**config.mk**
```make
export PLATFORM = sky130hd
export DESIGN_NAME = tsnb_mod
export DESIGN_NICKNAME = d
export VERILOG_FILES = /design/src/tsnb_pkg.sv /design/src/tsnb_mod.sv
export SDC_FILE = /design/constraint.sdc
export NUM_CORES = 1
export LEC_CHECK = 0
export BUFFER_PORTS_ARGS = -buffer_cell sky130_fd_sc_hd__buf_2
export CAP_MARGIN = 10
export CORE_MARGIN = 1.5
export CORE_UTILIZATION = 58
export CTS_BUF_LIST = sky130_fd_sc_hd__clkbuf_2
export DETAILED_ROUTE_END_ITERATION = 7
export PLACE_DENSITY_LB_ADDON = 0.08
export SLEW_MARGIN = 10
export SYNTH_ARGS = -nofsm -noshare
export SYNTH_HDL_FRONTEND = slang
export SYNTH_SLANG_ARGS = --single-unit
```
**constraint.sdc**
```tcl
create_clock -name clk_i -period 2.1 [get_ports clk_i]
set_clock_uncertainty 0.1 [all_clocks]
set_input_delay 0.21 -clock clk_i [delete_from_list [all_inputs] [get_ports clk_i]]
set_output_delay 0.21 -clock clk_i [all_outputs]
set_load 0.05 [all_outputs]
```
**src/tsnb_pkg.sv**
```systemverilog
// Package for the texture sampler: sizes, opcodes, register indexes and the
// request/response structs shared by the sampler's modules.
// Depends on nothing.
`default_nettype none

package tsnb_pkg;

  // Texture geometry.
  localparam int MaxDim     = 256;
  localparam int AxisBits   = $clog2(MaxDim);
  localparam int DimBits    = AxisBits + 1;
  localparam int AddrBits   = 2 * AxisBits;
  localparam int StoreDepth = MaxDim * MaxDim;

  // Coordinates and products.
  localparam int CoordBits  = 24;
  localparam int FracBits   = 16;
  localparam int WeightBits = 8;
  localparam int ProdBits   = CoordBits + DimBits;
  localparam int QuotBits   = ProdBits - 1 - FracBits;
  localparam int CntBits    = $clog2(QuotBits + 1);
  localparam int UnitBits   = FracBits + 1;
  localparam int FxBits     = UnitBits + AxisBits;
  localparam int WtBits     = 2 * WeightBits + 1;

  // Texels and blending.
  localparam int TexelBits  = 32;
  localparam int ChanBits   = 8;
  localparam int NumChan    = 3;
  localparam int AccBits    = ChanBits + 2 * WeightBits;
  localparam int NumTaps    = 4;
  localparam int TapBits    = $clog2(NumTaps);
  localparam logic [ChanBits-1:0] AlphaOpaque = '1;

  // Stream payload widths.
  localparam int InDataBits  = 96;
  localparam int InUserBits  = 2;
  localparam int OutDataBits = TexelBits;
  localparam int CfgIdxBits  = 1;

  typedef enum logic [InUserBits-1:0] {
    OpWrite    = 2'd0,
    OpNearest  = 2'd1,
    OpBilinear = 2'd2
  } tsnb_op_e;

  typedef enum logic [CfgIdxBits-1:0] {
    RegWidth  = 1'b0,
    RegHeight = 1'b1
  } tsnb_reg_e;

  typedef struct packed {
    logic                start;
    logic [QuotBits-1:0] dividend;
    logic [DimBits-1:0]  divisor;
  } tsnb_div_req_t;

  typedef struct packed {
    logic                done;
    logic [AxisBits-1:0] rem;
  } tsnb_div_rsp_t;

  typedef struct packed {
    logic                 we;
    logic                 re;
    logic [AddrBits-1:0]  addr;
    logic [TexelBits-1:0] wdata;
  } tsnb_mem_req_t;

endpackage

`default_nettype wire

```
**src/tsnb_mod.sv**
```systemverilog
// Iterative remainder unit: dividend modulo divisor, one quotient bit a cycle.
// Depends on tsnb_pkg.
`default_nettype none

module tsnb_mod (
  input  wire logic                   clk_i,
  input  wire logic                   rst_ni,
  input  wire tsnb_pkg::tsnb_div_req_t req_i,
  output tsnb_pkg::tsnb_div_rsp_t     rsp_o
);
  import tsnb_pkg::*;

  logic [CntBits-1:0]  cnt_q;
  logic [QuotBits-1:0] sh_q;
  logic [DimBits-1:0]  div_q;
  logic [AxisBits-1:0] rem_q;
  logic                done_q;
  logic [DimBits-1:0]  trial;

  // Bring down the next dividend bit beside the partial remainder.
  assign trial = {rem_q, sh_q[QuotBits-1]};

  always_ff @(posedge clk_i or negedge rst_ni) begin
    if (!rst_ni) begin
      cnt_q  <= '0;
      done_q <= 1'b0;
    end else begin
      done_q <= 1'b0;
      if (req_i.start) begin
        cnt_q <= CntBits'(QuotBits);
      end else if (cnt_q != '0) begin
        cnt_q  <= cnt_q - 1'b1;
        done_q <= (cnt_q == CntBits'(1));
      end
    end
  end

  always_ff @(posedge clk_i) begin
    if (req_i.start) begin
      sh_q  <= req_i.dividend;
      div_q <= req_i.divisor;
      rem_q <= '0;
    end else if (cnt_q != '0) begin
      sh_q  <= {sh_q[QuotBits-2:0], 1'b0};
      rem_q <= (trial >= div_q) ? AxisBits'(trial - div_q) : AxisBits'(trial);
    end
  end

  assign rsp_o.done = done_q;
  assign rsp_o.rem  = rem_q;

endmodule

`default_nettype wire

```
==> out/qor.txt <==
Result of the run: finished, final reports clean
Number of global-route vias before repair: 1,702
Critical path buffer and inverter count: 0
Area taken by multi-input logic gates: 1010 um2
Sequential area share after synthesis: 50.1%
Pleak: 1.17 nW
CTS tree: yes
Leading post-synthesis cells by instance count: edfxtp_1, nor2_1, inv_1, mux2_2, ha_1
Non-filler cells, final: 309
Cell Pwr Density: 1130 nW/um2
Worst reg2reg startpoint: div_q[0]
Smallest setup slack after layout: 0.0943 ns
Top cell type's share of synthesized area: 35.4%
Path length in cells of the critical path: 7
DRT antenna net count: 0
HP Class: in -> reg
Area Overhead vs Synth: 28.5%
Number of hold-slack violations in the final timing report: 0
Post-synthesis share of cell area spent on and, or, nand and nor gates: 13.9%
Library cell contributing the largest single delay on the critical path: edfxtp_1
Count of pins on the block boundary: 37
Total gr overflow: 0
Reg2reg end: rem_q[6]
Fraction of layout cells with a size suffix above 1: 30.8%
Origin of the worst setup path: div_q[0]
Leading post-synthesis cells by cell area: edfxtp_1, mux2_2, dfxtp_1, dfrtp_1, ha_1
Clock slew seen by the registers of the worst setup and hold paths: 0.21 ns
Data required time at the worst endpoint: 2.34 ns
Fin crit period: 2.01 ns
Routed via count divided by cell count: 5.70
Worst-case clock buffer depth: 2
Crit path cell chain: ha_2 -> fa_2 -> nand2b_4 -> a21oi_2 -> mux2i_1 -> o22ai_1 -> a211oi_1
Share of the clock period used by the worst path: 95.5%
Level count of the clock H-tree: 2
Initial antenna violation count: 0
Drt drc: 0
Post-synth EDFFs: 25
CP endpoint: rem_q[6]
Storage cell area: 1060 um2
Total CTS buffers: 5
Tightest Pin Transition: 0.781 ns
Area of the mapped netlist: 2120 um2
Final Slew Violations: 0
Flip-flop and latch count after synthesis: 39
Fraction of the mapped netlist area in adder cells: 8.03%
Number of endpoints failing setup at the final stage: 0
Area of the core: 3420 um2
Count of yosys warnings during synthesis: 0
First-pass detailed-route iteration total: 4
Max transition margin: 47.9%
Die W: 63.5 um
Setup Crit Path Kind: reg -> reg
Post-synth ARST share: 15.4%
Worst Reg2Reg Path Length in Cells: 7
Syn nets: 234
Global-route wire length before repair: 7620 um
Number of standard-cell rows in the floorplan: 21
Die Outline Area: 4030 um2
Number of distinct library cell variants in the gate-level netlist after synthesis: 44
Xor/xnor cell area share of the yosys netlist: 1.65%
Dpl cells: 274
Cell with the most instances after synthesis: edfxtp_1
Setup crit start kind: register
Routed WL: 5030 um
Max Clk Rate: 499 MHz
Register-to-Register Setup Slack: 0.09 ns
Critical path data arrival time: 2.25 ns
Vertical extent of the die: 63.5 um
Prevailing post-synth register cell: edfxtp_1
Critical Path Fanout Max: 4
Starting density of the core: 62.1%
Critical path capture point type: register
Number of nets in the finished design: 303
Largest incremental delay on the critical path: 0.43 ns
Compound-cell area share of the yosys netlist: 13.8%
Largest net degree at the start of global routing: 43
Fraction of synthesized area in multiplexers: 8.44%
Share of the core filled with cells: 79.7%
Worst slack at placement: 0.0149 ns
First DRT Iteration DRCs: 113
Number of antenna cells inserted: 0
TritonCTS Sinks: 39
Total Routing Usage GR: 24.4%
Synthesized area per cell: 11.0 um2
RSZ-0062 raised after global routing: yes
Clk Tree Root Cell: clkbuf_2
Worst VDD drop: 0.796 mV
Hpwl dp: 3000 um
Dominant combinational cell family by area after synthesis: simple AND/OR/NAND/NOR gates
Fill cell total of the finished layout: 222
Gate family responsible for the most delay along the worst path: adder cells
Gate count of the mapped netlist: 193
Port Buffers: 36
Post-DR wirelength/cell: 16.3 um
Final estimated routing congestion in global placement: 0.907
Clock network latency to the later pin of the worst-skew pair: 0.41 ns
Via Count: 1,761
Cell type contributing the most total cell area after synthesis: edfxtp_1
Max Cap Violations: 0
[stage by stage]
step	area, um2	total power, mW	hold WS (ns)	TNS (ns)
after global routing	2720	3.28	0.0125	-0.0439
final	2720	3.07	0.0247	0
after detailed placement	2370	2.59	-0.0571	0
after floorplan	2120	2.23	-0.186	0
after CTS	2570	2.97	0.000290	0
after global placement	2370	2.55	-0.0636	0
[worst register-to-register path, cell delays in order (launching register included)]
cell	delay, ns
edfxtp_1	0.43
ha_2	0.22
fa_2	0.36
nand2b_4	0.16
a21oi_2	0.16
mux2i_1	0.22
o22ai_1	0.11
a211oi_1	0.22
[layout by cell type, fill, tap and decap left out, drive strengths merged, types with 3 or more instances in the layout]
master / n
a211oi: 3
a21oi: 11
a31oi: 3
and2: 3
buf: 43
clkbuf: 6
dfrtp: 6
dfxtp: 8
dlygate4sd3: 26
edfxtp: 25
ha: 12
inv: 15
mux2: 15
nand2: 6
nand2b: 5
nand3: 4
nand3b: 5
nor2: 17
nor3: 5
nor3b: 4
o21ai: 11
or3: 3
xnor2: 3
[layout make-up]
type | instances | share of cell area, %
repair buffers | 69 | 18.1
well taps | 46 | 2.11
multi-input cells | 132 | 37.1
inverters | 15 | 2.07
clock inverters | 2 | 0.460
flip-flops and latches | 39 | 39.1
clock buffers | 6 | 1.10
[where the power goes]
part,internal [mW],switching (mW)
clock,0.0861,0.270
combinational,0.610,0.932
sequential,1.04,0.135
total,1.74,1.34
[cells by family (layout without fill, tap and decap cells)]
kind of cell / count (synthesis) / count (layout)
simple gates: 55 / 55
compound gates: 44 / 44
flops: 39 / 39
buf+inv: 22 / 92
mux: 16 / 16
fa+ha+maj: 13 / 13
xor+xnor: 4 / 4
[worst min-delay path by stage]
| stage | startpoint | end | cells after the start |
|---|---|---|---|
| 6_report | req_i[19] | sh_q[10] | 2 |
| 3_3_place_gp | rst_ni | cnt_q[1] | 1 |
| 3_5_place_dp | rst_ni | cnt_q[1] | 1 |
| 4_1_cts | rst_ni | cnt_q[0] | 2 |
| 2_1_floorplan | rst_ni | cnt_q[0] | 0 |
| 5_1_grt | req_i[19] | sh_q[10] | 2 |
[registers in the layout, summed over array words and instances (netlist names)]
signal,flops
cnt_q,5
done_q,1
rem_q,8
div_q,9
sh_q,16
[timing repair]
item,in CTS,in global routing
hold endpoints to repair,20,16
hold buffers,15,11
setup endpoints to repair,1,6
setup buffers,0,1
pin swaps,0,3
gates resized for setup,2,8
[per-layer routing]
metal	vias up	part of all wire (%)	track usage, %	wire [um]
li1	846	-	-	-
met1	836	41	30.5	2070
met2	67	51	41.8	2560
met3	12	5.9	5.54	294
met4	0	2.1	7.61	106
met5	-	0	0	0
No activity file was read; power rests on OpenSTA's default activity.
